`src/rtl/hss_pkg.sv`:
```
// ----------------------------------------------------------------------------
// hss_pkg
// Shared types, codes and defaults of the substring search block.
// ----------------------------------------------------------------------------
package hss_pkg;

  // Default capacities
  localparam int TextMaxDef    = 1024;
  localparam int PatternMaxDef = 32;

  // Fixed field widths
  localparam int FuncW  = 2;
  localparam int ByteW  = 8;
  localparam int OffW   = 11;
  localparam int PosW   = 10;

  // Skip table covers every byte value
  localparam int SkipDepth = 256;

  // Transaction function codes
  localparam logic [FuncW-1:0] FUNC_CLEAR   = 2'd0;
  localparam logic [FuncW-1:0] FUNC_APP_PAT = 2'd1;
  localparam logic [FuncW-1:0] FUNC_APP_TXT = 2'd2;
  localparam logic [FuncW-1:0] FUNC_SEARCH  = 2'd3;

  typedef struct packed {
    logic [FuncW-1:0] func;
    logic [ByteW-1:0] byte_value;
    logic [OffW-1:0]  start_offset;
  } hss_req_t;

  typedef struct packed {
    logic            found;
    logic [PosW-1:0] match_position;
    logic            overflow;
  } hss_res_t;

  // Datapath commands
  typedef enum logic [3:0] {
    OP_NONE,
    OP_CLEAR,
    OP_APP_PAT,
    OP_APP_TXT,
    OP_INIT,
    OP_FILL,
    OP_BLD_RD,
    OP_BLD_WR,
    OP_LOAD_J,
    OP_CMP_STEP,
    OP_SHIFT,
    OP_SCAN_NEXT,
    OP_HIT_OFF,
    OP_HIT_J,
    OP_MISS
  } hss_op_e;

  // Datapath status toward the controller
  typedef struct packed {
    logic pc_zero;
    logic pc_one;
    logic pc_gt_tc;
    logic off_lt_tc;
    logic k_lt_tc;
    logic j_lt_tc;
    logic fill_last;
    logic bld_last;
    logic byte_eq;
    logic pi_zero;
  } hss_stat_t;

endpackage

```
`src/rtl/hss_ctrl.sv`:
```
// ----------------------------------------------------------------------------
// hss_ctrl
// Sequencer of the search: decodes transactions and steps the datapath
// through table build, window compare and shift.
// ----------------------------------------------------------------------------
module hss_ctrl import hss_pkg::*; (
  input  logic             clk_i,
  input  logic             rst_ni,
  input  logic             start_i,
  input  logic [FuncW-1:0] func_i,
  input  hss_stat_t        stat_i,
  output hss_op_e          op_o,
  output logic             busy_o,
  output logic             done_o
);

  typedef enum logic [3:0] {
    ST_IDLE,
    ST_DECIDE,
    ST_SCAN_RD,
    ST_SCAN_CMP,
    ST_FILL,
    ST_BLD_RD,
    ST_BLD_WR,
    ST_CHK,
    ST_CMP_RD,
    ST_CMP,
    ST_SKIP_RD,
    ST_SHIFT
  } state_e;

  state_e  state_q, state_d;
  hss_op_e op;
  logic    busy_q, done_q;
  logic    fin;

  // Next state and datapath command
  always_comb begin
    state_d = state_q;
    op      = OP_NONE;
    case (state_q)
      ST_IDLE: begin
        if (start_i && !busy_q) begin
          case (func_i)
            FUNC_CLEAR:   op = OP_CLEAR;
            FUNC_APP_PAT: op = OP_APP_PAT;
            FUNC_APP_TXT: op = OP_APP_TXT;
            default: begin
              op      = OP_INIT;
              state_d = ST_DECIDE;
            end
          endcase
        end
      end
      // special cases first, then pick scan or skip search
      ST_DECIDE: begin
        if (stat_i.pc_zero) begin
          op      = stat_i.off_lt_tc ? OP_HIT_OFF : OP_MISS;
          state_d = ST_IDLE;
        end else if (stat_i.pc_gt_tc) begin
          op      = OP_MISS;
          state_d = ST_IDLE;
        end else if (stat_i.pc_one) begin
          state_d = ST_SCAN_RD;
        end else begin
          state_d = ST_FILL;
        end
      end
      ST_SCAN_RD: begin
        if (!stat_i.j_lt_tc) begin
          op      = OP_MISS;
          state_d = ST_IDLE;
        end else begin
          state_d = ST_SCAN_CMP;
        end
      end
      ST_SCAN_CMP: begin
        if (stat_i.byte_eq) begin
          op      = OP_HIT_J;
          state_d = ST_IDLE;
        end else begin
          op      = OP_SCAN_NEXT;
          state_d = ST_SCAN_RD;
        end
      end
      ST_FILL: begin
        op = OP_FILL;
        if (stat_i.fill_last) state_d = ST_BLD_RD;
      end
      ST_BLD_RD: begin
        op      = OP_BLD_RD;
        state_d = ST_BLD_WR;
      end
      ST_BLD_WR: begin
        op      = OP_BLD_WR;
        state_d = stat_i.bld_last ? ST_CHK : ST_BLD_RD;
      end
      ST_CHK: begin
        if (stat_i.k_lt_tc) begin
          op      = OP_LOAD_J;
          state_d = ST_CMP_RD;
        end else begin
          op      = OP_MISS;
          state_d = ST_IDLE;
        end
      end
      ST_CMP_RD: state_d = ST_CMP;
      ST_CMP: begin
        if (stat_i.byte_eq && stat_i.pi_zero) begin
          op      = OP_HIT_J;
          state_d = ST_IDLE;
        end else begin
          op      = OP_CMP_STEP;
          state_d = stat_i.byte_eq ? ST_CMP_RD : ST_SKIP_RD;
        end
      end
      ST_SKIP_RD: state_d = ST_SHIFT;
      ST_SHIFT: begin
        op      = OP_SHIFT;
        state_d = ST_CHK;
      end
      default: state_d = ST_IDLE;
    endcase
  end

  assign fin = (op == OP_HIT_OFF) || (op == OP_HIT_J) || (op == OP_MISS);

  // State and registered handshake outputs
  always_ff @(posedge clk_i or negedge rst_ni) begin
    if (!rst_ni) begin
      state_q <= ST_IDLE;
      busy_q  <= 1'b0;
      done_q  <= 1'b0;
    end else begin
      state_q <= state_d;
      done_q  <= fin;
      if (op == OP_INIT) busy_q <= 1'b1;
      else if (fin)      busy_q <= 1'b0;
    end
  end

  assign op_o   = op;
  assign busy_o = busy_q;
  assign done_o = done_q;

endmodule

```
`config.mk`:
```
export PLATFORM = sky130hd
export DESIGN_NAME = hss_ctrl
export DESIGN_NICKNAME = d
export VERILOG_FILES = /design/src/rtl/hss_pkg.sv /design/src/rtl/hss_ctrl.sv
export SDC_FILE = /design/constraint.sdc
export NUM_CORES = 1
export LEC_CHECK = 0
export BUFFER_PORTS_ARGS = -buffer_cell sky130_fd_sc_hd__buf_2
export CAP_MARGIN = 20
export CELL_PAD_IN_SITES_DETAIL_PLACEMENT = 1
export CELL_PAD_IN_SITES_GLOBAL_PLACEMENT = 1
export CORE_UTILIZATION = 34
export CTS_CLUSTER_SIZE = 25
export DETAILED_ROUTE_END_ITERATION = 7
export PLACE_DENSITY = 0.81
export SYNTH_ARGS = -nofsm -noshare
export SYNTH_HDL_FRONTEND = slang
export SYNTH_SLANG_ARGS = --single-unit
export TNS_END_PERCENT = 1
```
`constraint.sdc`:
```
create_clock -name clk_i -period 1.7 [get_ports clk_i]
set_input_delay 0.085 -clock clk_i [delete_from_list [all_inputs] [get_ports clk_i]]
set_output_delay 0.085 -clock clk_i [all_outputs]
set_load 0.02 [all_outputs]
```
# Yosys cells after proc, flatten, opt, wreduce, memory -nomap -nowiden
# Index checks and enable logic that the tools add are counted.
[op_classes]
n_reduce_logical = 10
n_eq_ne = 20
mux = 25
[op_table]
columns = ["op", "n"]
rows = [
  ["$pmux 4 s12", 1],
  ["$pmux 4 s10", 1],
  ["$mux 4", 8],
  ["$eq 4x4->1 const B", 7],
  ["$mux 3", 7],
  ["$eq 4x3->1 const B", 5],
  ["$mux 2", 5],
  ["$pmux 3 s3", 1],
  ["$eq 4x2->1 const B", 2],
  ["$ne 2x2->1 const B", 3],
  ["$eq 4x1->1 const B", 1],
  ["$logic_not 4->1", 1],
  ["$reduce_and 3->1", 1],
  ["$reduce_or 3->1", 1],
  ["$eq 2x1->1 const B", 1],
  ["$eq 2x2->1 const B", 1],
  ["$logic_and 1x1->1", 2],
  ["$logic_not 2->1", 1],
  ["$logic_or 1x1->1", 2],
  ["$mux 1", 2],
  ["$reduce_bool 2->1", 1],
  ["$logic_not 1->1", 1],
]
[word_totals]
register_bits = 6
in_bits = 15
elab_cells = 58

# Longest topological paths before layout
# Gate-level depths: netlist of run 1.
[logic_depth]
ltp_word = 9
depth_mapped = 6
mapped_depth_nobuf = 6

# Least setup slack after synthesis of run 1
# OpenSTA, ideal clock, no wires.
[synth_timing]
kind = "register to register"
startpoint = "register state_q[1]"
endpoint = "register busy_q, in the netlist busy_o"
path_stages_with_launch = 7
setup_ps = 120
arrival_ps = 1591
path_buffers = 1
t_required_ps = 1580
path_slack_ps = -11
period_less_slack_ps = 1711
path_cell_list = "dfrtp_1 > buf_2 > nor2_1 > nand3_1 > o21ai_0 > o21bai_2 > o211a_1"
[synth_between]
elab_chain_cells = 6
word_cells_on_any_way = 19
classes_between = "eq/ne (13); mux (2); reduce/logical (4)"
[synth_lines]
columns = ["item", "line_no", "source"]
rows = [
  ["start: declaration", "hss_ctrl.sv:32", "state_e state_q, state_d;"],
  ["start signal: assignment", "hss_ctrl.sv:135", "state_q <= state_d;"],
  ["$eq 4x4->1 (tied with other cells)", "hss_ctrl.sv:41", "case (state_q)"],
  ["$pmux 4 s10 (*)", "hss_ctrl.sv:41", ""],
  ["named net op_o[0]", "hss_ctrl.sv:12", "output hss_op_e op_o,"],
  ["$eq 4x4->1", "hss_ctrl.sv:126", "assign fin = (op == OP_HIT_OFF) || (op == OP_HIT_J) || (op == OP_MISS);"],
  ["$logic_or 1x1->1 (2 in a row)", "hss_ctrl.sv:126", ""],
  ["$reduce_bool 2->1 (no source line)", "n/a", ""],
  ["end signal: assignment", "hss_ctrl.sv:132", "busy_q <= 1'b0;"],
  ["end signal: assignment", "hss_ctrl.sv:137", "if (op == OP_INIT) busy_q <= 1'b1;"],
  ["end signal: assignment", "hss_ctrl.sv:138", "else if (fin) busy_q <= 1'b0;"],
  ["end: declaration", "hss_ctrl.sv:34", "logic busy_q, done_q;"],
]
# The timed path passes the listed nets; every way through them passes the cells marked *.
# A chain may end at the register's enable or synchronous reset.

# Final worst setup path of run 1
[layout_timing]
startpoint = "register state_q[2]"
endpoint = "output op_o[2]"
[layout_between]
elab_chain_cells = 2
word_cells_on_any_way = 11
classes_between = "eq/ne (9); mux (1); reduce/logical (1)"
[layout_lines]
columns = ["item", "line_no"]
rows = [
  ["$eq 4x4->1 (tied with other cells)", "hss_ctrl.sv:41"],
  ["$pmux 4 s10 (*)", "hss_ctrl.sv:41"],
  ["end: declaration", "hss_ctrl.sv:12"],
]
# Every way passes the cells marked *; elsewhere a longest branch is shown, timed or not.

==> results of run 1 <==
==> stage by stage <==
stage	utilization	cell area [um^2]
after floorplan	-	646
final	0.552	963
after global placement	0.470	821
after global routing	0.552	963
after CTS	0.533	931
after detailed placement	0.470	821
==> power groups by stage <==
stage / Combinational (mW) / Clock (mW) / Sequential (mW)
floorplan: 0.654 / 0 / 0.263
global placement: 0.927 / 0 / 0.278
detailed placement: 0.951 / 0 / 0.283
CTS: 1.15 / 0.147 / 0.280
global route: 1.30 / 0.150 / 0.290
finish: 1.21 / 0.152 / 0.280
==> Yosys cell counts (all sizes together), types with 2 or more instances <==
library cell,n
nor2,9
inv,7
nand2,7
a21oi,6
dfrtp,6
buf,5
ha,4
o21ai,4
a21bo,2
and2b,2
nor2b,2
o21bai,2
or2,2
==> flip-flops by register name (all words and copies together) (netlist names) <==
name	flops
done_o	1
busy_o	1
state_q	4
==> worst min-delay path, stage by stage <==
cell and delay, ns:
sky130_fd_sc_hd__buf_2 0.11, sky130_fd_sc_hd__nand2_1 0.06, sky130_fd_sc_hd__o22ai_1 0.07
==> layer usage <==
layer	wire, um	global-route usage
met3	41	0.0198
met2	1110	0.391
met1	964	0.257
met5	0	0
met4	17	0.0848
==> repair_timing <==
| action | 4_1_cts | 5_1_grt |
|---|---|---|
| gates resized for setup | 14 | 4 |
| setup buffers | 4 | 2 |
| hold endpoints to repair | 6 | 0 |
| pin swaps | 3 | 2 |
| setup endpoints to repair | 4 | 5 |
| hold buffers | 1 | 0 |
==> worst paths after layout <==
kind	end	slack, ns	cells past startpoint
min reg2reg	busy_o	0.59	1
max in group asynchronous	state_q[1]	1.35	2
min in group asynchronous	done_o	0.18	2
min	state_q[3]	0.11	3
max reg2reg	busy_o	-0.04	7
max	op_o[2]	-0.07	6
==> layout by cell type, fill, tap and decap left out, types with 4 or more instances in the layout <==
cell type,instances
sky130_fd_sc_hd__dfrtp_2,4
sky130_fd_sc_hd__buf_4,15
sky130_fd_sc_hd__a21oi_1,6
sky130_fd_sc_hd__inv_1,7
sky130_fd_sc_hd__nor2_1,8
sky130_fd_sc_hd__nand2_1,6
sky130_fd_sc_hd__ha_1,4
sky130_fd_sc_hd__buf_2,18
==> area by class of cell <==
| cell class | instances | area [um^2] |
|---|---|---|
| multi-input combinational | 63 | 482 |
| clock buffer | 3 | 22.5 |
| timing repair buffer | 37 | 246 |
| tap | 25 | 31.3 |
| fill | 227 | 782 |
| inverter | 7 | 26.3 |
| sequential | 6 | 155 |
==> cell families (layout without fill, tap and decap cells) <==
group                      after synthesis  count (layout)  share of synthesized area
and+or+nand+nor                         28              28                      0.227
adders and majority gates                4               4                     0.0775
AOI/OAI and AO/OA                       29              29                      0.345
xor gates and xnor gates                 1               1                     0.0136
buffers and inverters                   12              47                     0.0892
DFF                                      6               6                      0.233
muxes                                    1               1                     0.0155
==> out/qor.log, run 1 <==
INFO  cts            cts-root-buf=sky130_fd_sc_hd__clkbuf_4
INFO  routing        wl_per_instance=15.1um
INFO  worst_setup_path critical_path.n_buffers_inverters=2
INFO  synth          unique_cell_type_count_in_the_yosys_netlist=40
INFO  synth          syn-cell-area=646um^2
INFO  place          place.gp.congestion=0.825
INFO  place          place.detailed.hpwl=1480um
INFO  place          place.detailed.instances=131
INFO  die            floorplan.initialDensity=0.370
INFO  worst_setup_path setup_crit_end_kind=primary output
INFO  sta            slew_headroom=0.805
INFO  pwr            power.density=1700nW/um^2
INFO  routing        drt_drc_violations_left=0
INFO  routing        antenna_violating_nets_post_route=0
INFO  sta            fin_crit_sh=1.04
INFO  synth          yosys_register_bits=6
INFO  worst_setup_path worst_ep_arrival=1.69ns
INFO  worst_setup_path path_common_cell=sky130_fd_sc_hd__buf_6
INFO  finish         cell_count_final_fillers_out=141
INFO  cts            ctsLongestPathBuffers=2
INFO  sta            hold_slack=0.115ns
INFO  die            rows=15
INFO  routing        detailroute.via_count=725
INFO  synth          synth_top_area_frac=0.233
INFO  synth          synth-main-ff-cell=sky130_fd_sc_hd__dfrtp_1
INFO  sta            timing_hold_violations_final=0
INFO  routing        drtIter0Drc=7
INFO  sta            worst_slew_pin_slew=0.289ns
INFO  outcome        failed_checks=setup timing
INFO  sta            final_worst_slack=-0.0716ns
INFO  die            boundaryPins=21
INFO  finish         insertedDiodeCount=0
INFO  pwr            worst_ir_drop_vdd=703uV
INFO  min_path       timing.hold.worst.class=primary input to register
INFO  worst_setup_path critPathTopFamily=flip-flops
INFO  pwr            power_switching=762uW
INFO  synth          yosysWarningCount=0
INFO  sta            timing_max_transition_violations_final=0
INFO  global_routing grt_pass1_vias=709
INFO  global_routing first_pass_grt_wire_length=3170um
INFO  synth          number_of_enable_type_register_cells_in_the_synthesized_netlist=0
INFO  outcome        run_status=complete, but fails checks
INFO  place          port_buffers=20
INFO  pwr            swShare=0.465
INFO  synth          synthArstFlopShare=1.00
INFO  pwr            p_leak=0.487nW
INFO  cts            cts.htree.levels=1
INFO  worst_setup_path critPathMaxStageDelay=0.44ns
INFO  global_routing gr-total-overflow=0
INFO  worst_setup_path critical_path.cell_chain=buf_6, or2b_1, a21bo_2, a32oi_2, nand2_1, buf_6
INFO  cts            clock_latency=0.26ns
INFO  routing        route.final.wire_length=2130um
INFO  die            chipHeight=45.6um
INFO  sta            clock_skew=0.00954ns
INFO  die            floorplan.core_area=1750um^2
INFO  worst_setup_path worst_path_max_delay_cell=sky130_fd_sc_hd__dfrtp_2
INFO  cts            cts.reportedPaths.clkPinSlew=0.06ns
INFO  routing        via_per_inst=5.14
INFO  synth          post_synth_top_area_cell=sky130_fd_sc_hd__dfrtp_1
INFO  pwr            combPwrFrac=0.737
INFO  pwr            power.total=1.64mW
INFO  global_routing grt_max_degree=12
INFO  sta            setup_tns=-0.131ns
INFO  die            die_area=2080um^2
INFO  routing        drt-pass1-iter-count=4
INFO  worst_setup_path worstSetupPathType=register to primary output
INFO  cts            cts_buffers=3
INFO  worst_setup_path r2r_start=state_q[2]
INFO  finish         area.growth.synth_to_final=49.2%
INFO  worst_setup_path worst_setup_path_startpoint=state_q[2]
INFO  synth          synth_cells=81
INFO  sta            max_freq=564MHz
INFO  global_routing antenna_violations_before_repair=0
INFO  sta            final_period_minus_worst_setup_slack=1.77ns
INFO  place          post_placement_worst_setup_slack=0.0754ns
INFO  worst_setup_path path_max_fanout=6
INFO  finish         layout-drive-gt1-share=0.491
INFO  sta            rsz0062_at_grt=true
INFO  die            dieWidth=45.6um
INFO  cts            clock_tree_from_tritoncts=built
INFO  pwr            power_frac_clock=0.092
INFO  synth          mappedNetlistNets=100
INFO  synth          synth_area_leaders=sky130_fd_sc_hd__dfrtp_1 23%, sky130_fd_sc_hd__ha_1 7.8%, sky130_fd_sc_hd__a21oi_1 4.7%
INFO  worst_setup_path worst_ep_required_time=1.62ns
INFO  global_routing grt_usage=0.216
INFO  pwr            pwr-share-seq=0.170
INFO  pwr            internal_pwr_total=879uW
INFO  synth          synth_sequential_area_ratio=0.233
INFO  flow_run       maxCapViolations=0
INFO  sta            setup_violations=3
INFO  finish         final_nets=137
INFO  cts            clock_sinks=6
INFO  synth          postSynthAreaPerCell=7.97um^2
INFO  min_path       min-delay-start=stat_i[5]
INFO  worst_setup_path start_kind=register
(Power assumes the default switching activity.)
==> run 2, diff against run 1 <==
--- a/config.mk
+++ b/config.mk
@@ -13,6 +13,7 @@
 export CTS_CLUSTER_SIZE = 25
 export DETAILED_ROUTE_END_ITERATION = 7
 export PLACE_DENSITY = 0.81
+export SKIP_CTS_REPAIR_TIMING = 1
 export SYNTH_ARGS = -nofsm -noshare
 export SYNTH_HDL_FRONTEND = slang
 export SYNTH_SLANG_ARGS = --single-unit
==> run 2 against run 1 <==
Setup slack worse by 0.0078 ns. Flip-flop and latch count unchanged. Clock skew about the same. Critical endpoint unchanged. Utilization down 0.65 points. Global-route usage down 2.1 points. Fmax down 0.44%. The flow still finishes with violations (setup timing).
==> out/qor.log, run 2 (same netlist as run 1, synthesis figures left out) <==
INFO  global_routing first_pass_grt_wire_length=2860um
INFO  routing        met3_length=42um
INFO  outcome        failed_checks=setup timing
INFO  min_path       min-delay-start=stat_i[5]
INFO  cts            ctsLongestPathBuffers=2
INFO  pwr            worst_ir_drop_vdd=533uV
INFO  routing        drt_drc_violations_left=0
INFO  finish         layout.cells.most_common=sky130_fd_sc_hd__buf_2
INFO  pwr            p_leak=0.486nW
INFO  routing        topRoutingLayerUsed=met4
INFO  routing        detailed_route_wire_length_on_metal_1=978um
INFO  finish         area.growth.synth_to_final=47.5%
INFO  cts            cts.htree.levels=1
INFO  outcome        run_status=complete, but fails checks
INFO  global_routing antenna_violations_before_repair=0
INFO  routing        route.final.wire_length=2180um
INFO  worst_setup_path path_common_cell=sky130_fd_sc_hd__buf_6
INFO  worst_setup_path reg2reg_setup_slack=0.01ns
INFO  sta            timing_max_transition_violations_final=0
INFO  finish         largest_register_ff_count=4
INFO  die            boundaryPins=21
INFO  routing        via_per_inst=5.11
INFO  sta            slew_headroom=0.807
INFO  finish         insertedDiodeCount=0
INFO  sta            final_period_minus_worst_setup_slack=1.78ns
INFO  routing        detailroute.via_count=720
INFO  finish         multi_input_comb_area=477um^2
INFO  worst_setup_path worst_r2r_endpoint=busy_o
INFO  global_routing gr-total-overflow=0
INFO  pwr            power.density=1680nW/um^2
INFO  place          place.gp.congestion=0.825
INFO  die            floorplan.core_area=1750um^2
INFO  worst_setup_path critPathMaxStageDelay=0.45ns
INFO  global_routing grt_pass1_vias=656
INFO  worst_setup_path setup_crit_end_kind=primary output
INFO  min_path       timing.hold.worst.class=primary input to register
INFO  place          port_buffers=20
INFO  finish         cell_count_final_fillers_out=141
INFO  cts            clock_sinks=6
INFO  global_routing grt_usage=0.194
INFO  sta            timing_hold_violations_final=0
INFO  worst_setup_path worst_ep_required_time=1.62ns
INFO  finish         final_nets=137
INFO  routing        drt-pass1-iter-count=4
INFO  worst_setup_path worst_path_max_delay_cell=sky130_fd_sc_hd__dfrtp_2
INFO  worst_setup_path r2r_start=state_q[2]
INFO  die            chipHeight=45.6um
INFO  sta            worst_slew_pin_slew=0.287ns
INFO  die            rows=15
INFO  sta            setup_tns=-0.165ns
INFO  place          place.detailed.instances=131
INFO  routing        wl_met2=1140um
INFO  worst_setup_path worst_ep_arrival=1.69ns
INFO  routing        antenna_violating_nets_post_route=0
INFO  sta            setup_violations=4
INFO  worst_setup_path worstRegToRegCells=7
INFO  routing        drtIter0Drc=7
INFO  worst_setup_path worstSetupPathType=register to primary output
INFO  die            dieWidth=45.6um
INFO  worst_setup_path path_max_fanout=7
INFO  finish         layout.area.seq=155um^2
INFO  die            die_area=2080um^2
INFO  finish         largest_register=state_q
INFO  cts            cts_buffers=3
INFO  global_routing grt_max_degree=12
INFO  finish         final.fill_count=231
INFO  die            floorplan.initialDensity=0.370
INFO  flow_run       maxCapViolations=0
INFO  min_path       worst_hold_path.num_cells=3
INFO  sta            final_worst_slack=-0.0794ns
INFO  cts            cts-root-buf=sky130_fd_sc_hd__clkbuf_4
INFO  cts            cts.reportedPaths.clkPinSlew=0.06ns
INFO  sta            max_freq=562MHz
INFO  worst_setup_path start_kind=register
INFO  min_path       hold_end=state_q[3]
INFO  finish         mostFrequentLayoutCells=19 x sky130_fd_sc_hd__buf_2, 15 x sky130_fd_sc_hd__buf_4, 8 x sky130_fd_sc_hd__nor2_1
INFO  routing        wl_per_instance=15.5um
INFO  cts            clock_latency=0.26ns
INFO  worst_setup_path critical_path.cell_chain=buf_6, or2b_1, a21bo_2, a32oi_2, nand2_2, buf_6
INFO  sta            fin_crit_sh=1.05
INFO  sta            rsz0062_at_grt=true
INFO  sta            clock_skew=0.00924ns
INFO  finish         layout-drive-gt1-share=0.491
INFO  place          place.detailed.hpwl=1480um
INFO  cts            clock_tree_from_tritoncts=built
==> run 2: routing by layer <==
metal  vias to the layer above  track usage
li1                        358            -
met1                       344        0.237
met2                        16        0.351
met3                         2       0.0119
met4                         0       0.0727
met5                         -            0
==> run 2: how the worst max path moves through the flow <==
stage	start	endpoint	depth (start not counted)
after detailed placement	state_q[1]	busy_o	6
after global routing	state_q[2]	op_o[2]	6
after floorplan	state_q[1]	busy_o	6
after global placement	state_q[3]	busy_o	5
final	state_q[2]	op_o[2]	6
after CTS	state_q[3]	op_o[3]	5
==> run 2: final cells by class <==
type,instances,area share
multi-input combinational,63,0.501
inverter,7,0.0276
clock buffer,3,0.0237
tap,25,0.0329
timing repair buffer,37,0.252
sequential,6,0.163
==> run 2: power by group <==
group	total (mW)	switching (mW)	internal (mW)
clock	0.150	0.0685	0.0811
sequential	0.291	0.0856	0.206
combinational	1.16	0.602	0.560
total	1.60	0.756	0.847
==> run 2: metrics by stage <==
stage               utilization  hold slack (ns)  power, mW  area [um^2]  setup slack (ns)
finish                    0.546            0.111       1.60          952           -0.0794
detailed placement        0.470          -0.0808       1.23          821            0.0754
floorplan                     -           -0.211      0.917          646            0.0777
CTS                       0.483           -0.352       1.38          843            -0.156
global placement          0.470          -0.0870       1.20          821             0.102
global route              0.546            0.129       1.70          952            -0.131
==> run 2: critical path: cells and delay by family (launching register included) <==
family	cells	cell delay [ns]
DFF	1	0.45
and+or+nand+nor	2	0.25
buffers and inverters	2	0.29
AOI/OAI and AO/OA	2	0.44
==> run 3, diff against run 2 <==
==> constraint.sdc (replaced) <==
create_clock -name clk_i -period 1.7 [get_ports clk_i]
set_input_delay 0.085 -clock clk_i [delete_from_list [all_inputs] [get_ports clk_i]]
set_output_delay 0.085 -clock clk_i [all_outputs]
set_load 0.01 [all_outputs]
==> run 3 against run 2 <==
The run still ends with setup timing left. Combinational power decreased by 9%. Register-to-register slack about the same. Cell area decreased by 4.2%. Fmax increased by 3.1%. Die area unchanged. Utilization decreased by 2.3 points. Setup slack improved by 0.054 ns. Sequential power decreased by 4%. Via count decreased by 0.56%. Flip-flop and latch count unchanged.
==> out/qor.log, run 3 (same netlist as run 1, synthesis figures left out) <==
INFO  die            boundaryPins=21
INFO  routing        drtIter0Drc=7
INFO  pwr            worst_ir_drop_vdd=702uV
INFO  worst_setup_path path_max_fanout=9
INFO  routing        route.final.wire_length=2030um
INFO  global_routing grt_max_degree=13
INFO  place          place.gp.congestion=0.803
INFO  sta            worst_slew_pin_slew=0.325ns
INFO  cts            cts.htree.levels=1
INFO  finish         mostFrequentLayoutCells=20 x sky130_fd_sc_hd__buf_2, 10 x sky130_fd_sc_hd__buf_4, 7 x sky130_fd_sc_hd__inv_1, 7 x sky130_fd_sc_hd__nor2_1, 6 x sky130_fd_sc_hd__nand2_1
INFO  worst_setup_path critPathMaxStageDelay=0.44ns
INFO  global_routing antenna_violations_before_repair=0
INFO  min_path       timing.hold.worst.class=primary input to register
INFO  die            rows=15
INFO  sta            clock_skew=0.00542ns
INFO  die            dieWidth=45.6um
INFO  finish         layout.area.seq=154um^2
INFO  place          port_buffers=20
INFO  finish         layout.cells.most_common=sky130_fd_sc_hd__buf_2
INFO  finish         insertedDiodeCount=0
INFO  sta            rsz0062_at_grt=true
INFO  worst_setup_path worstSetupPathType=register to primary output
INFO  routing        drt_drc_violations_left=0
INFO  finish         final_nets=133
INFO  worst_setup_path critPathTopFamily=flip-flops
INFO  cts            clock_latency=0.24ns
INFO  pwr            power.total=1.46mW
INFO  pwr            power.density=1600nW/um^2
INFO  outcome        run_status=complete, but fails checks
INFO  routing        via_per_inst=5.23
INFO  sta            slew_headroom=0.783
INFO  outcome        failed_checks=setup timing
INFO  cts            clock_sinks=6
INFO  worst_setup_path worst_ep_arrival=1.64ns
INFO  finish         multi_input_comb_area=470um^2
INFO  finish         final.fill_count=233
INFO  global_routing first_pass_grt_wire_length=2730um
INFO  worst_setup_path worst_path_max_delay_cell=sky130_fd_sc_hd__dfrtp_2
INFO  die            die_area=2080um^2
INFO  global_routing grt_pass1_vias=627
INFO  global_routing gr-total-overflow=0
INFO  die            floorplan.initialDensity=0.370
INFO  worst_setup_path worst_ep_required_time=1.62ns
INFO  finish         largest_register=state_q
INFO  finish         layout-drive-gt1-share=0.455
INFO  cts            clock_tree_from_tritoncts=built
INFO  place          place.detailed.instances=129
INFO  worst_setup_path critical_path.cell_chain=buf_6, or2b_1, a21bo_2, a32oi_2, nand2_1, buf_2
INFO  cts            cts_buffers=3
INFO  pwr            p_leak=0.463nW
INFO  cts            cts.reportedPaths.clkPinSlew=0.05ns
INFO  global_routing grt_usage=0.185
INFO  sta            fin_crit_sh=1.01
INFO  cts            cts-root-buf=sky130_fd_sc_hd__clkbuf_4
INFO  finish         area.growth.synth_to_final=41.3%
INFO  sta            setup_tns=-0.0371ns
INFO  place          place.detailed.hpwl=1500um
INFO  routing        drt-pass1-iter-count=2
INFO  routing        wl_per_instance=14.8um
INFO  worst_setup_path start_kind=register
INFO  sta            final_period_minus_worst_setup_slack=1.73ns
INFO  die            floorplan.core_area=1750um^2
INFO  sta            max_freq=580MHz
INFO  sta            timing_hold_violations_final=0
INFO  die            chipHeight=45.6um
INFO  finish         cell_count_final_fillers_out=137
INFO  finish         largest_register_ff_count=4
INFO  worst_setup_path setup_crit_end_kind=primary output
INFO  sta            timing_max_transition_violations_final=0
INFO  sta            final_worst_slack=-0.0250ns
INFO  routing        detailroute.via_count=716
INFO  cts            ctsLongestPathBuffers=2
INFO  sta            setup_violations=2
INFO  routing        antenna_violating_nets_post_route=0
INFO  worst_setup_path critical_path.n_buffers_inverters=2
INFO  flow_run       maxCapViolations=0
==> run 3: worst reg2reg max path, stage by stage, from the launching register on <==
cell and delay (ns):
sky130_fd_sc_hd__dfrtp_2 0.44, sky130_fd_sc_hd__buf_6 0.14, sky130_fd_sc_hd__buf_4 0.13, sky130_fd_sc_hd__and4_1 0.16, sky130_fd_sc_hd__a2111o_1 0.37, sky130_fd_sc_hd__buf_4 0.14, sky130_fd_sc_hd__o21bai_2 0.10, sky130_fd_sc_hd__o211a_1 0.14
==> run 3: where the power goes <==
part           internal, mW  switching, mW  leakage [nW]
Sequential            0.204         0.0749        0.0716
Clock                0.0798         0.0506        0.0138
Combinational         0.528          0.519         0.378
Total                 0.812          0.645         0.463
==> run 3: final cells by class <==
cell class | count | area share
multi-input combinational | 63 | 0.516
timing repair buffer | 33 | 0.228
sequential | 6 | 0.169
tap | 25 | 0.0343
inverter | 7 | 0.0288
clock buffer | 3 | 0.0247
==> run 3: per-layer routing <==
| layer | part of all wire | GRT usage |
|---|---|---|
| met4 | 0 | 0 |
| met2 | 0.53 | 0.329 |
| met3 | 0.018 | 0.0357 |
| met5 | 0 | 0 |
| met1 | 0.45 | 0.244 |
==> run 3: path summary, 6_finish.rpt <==
kind                             from         end  slack (ns)  depth (start not counted)
hold / removal              stat_i[5]  state_q[3]        0.14                          3
setup reg to reg           state_q[0]      busy_o        0.02                          7
max in group asynchronous      rst_ni  state_q[0]        1.32                          2
setup / recovery           state_q[2]     op_o[2]       -0.03                          6
min in group asynchronous      rst_ni  state_q[1]        0.22                          2
hold reg to reg                busy_o      busy_o        0.56                          1
==> run 3: stage by stage <==
step | util | worst slack [ns] | area, um^2 | hold slack (ns)
after global placement | 0.462 | 0.0695 | 806 | -0.0867
after global routing | 0.523 | -0.0781 | 912 | 0.153
after detailed placement | 0.462 | 0.0226 | 806 | -0.0837
final | 0.523 | -0.0250 | 912 | 0.139
after CTS | 0.475 | -0.163 | 828 | -0.351
after floorplan | - | 0.145 | 646 | -0.211
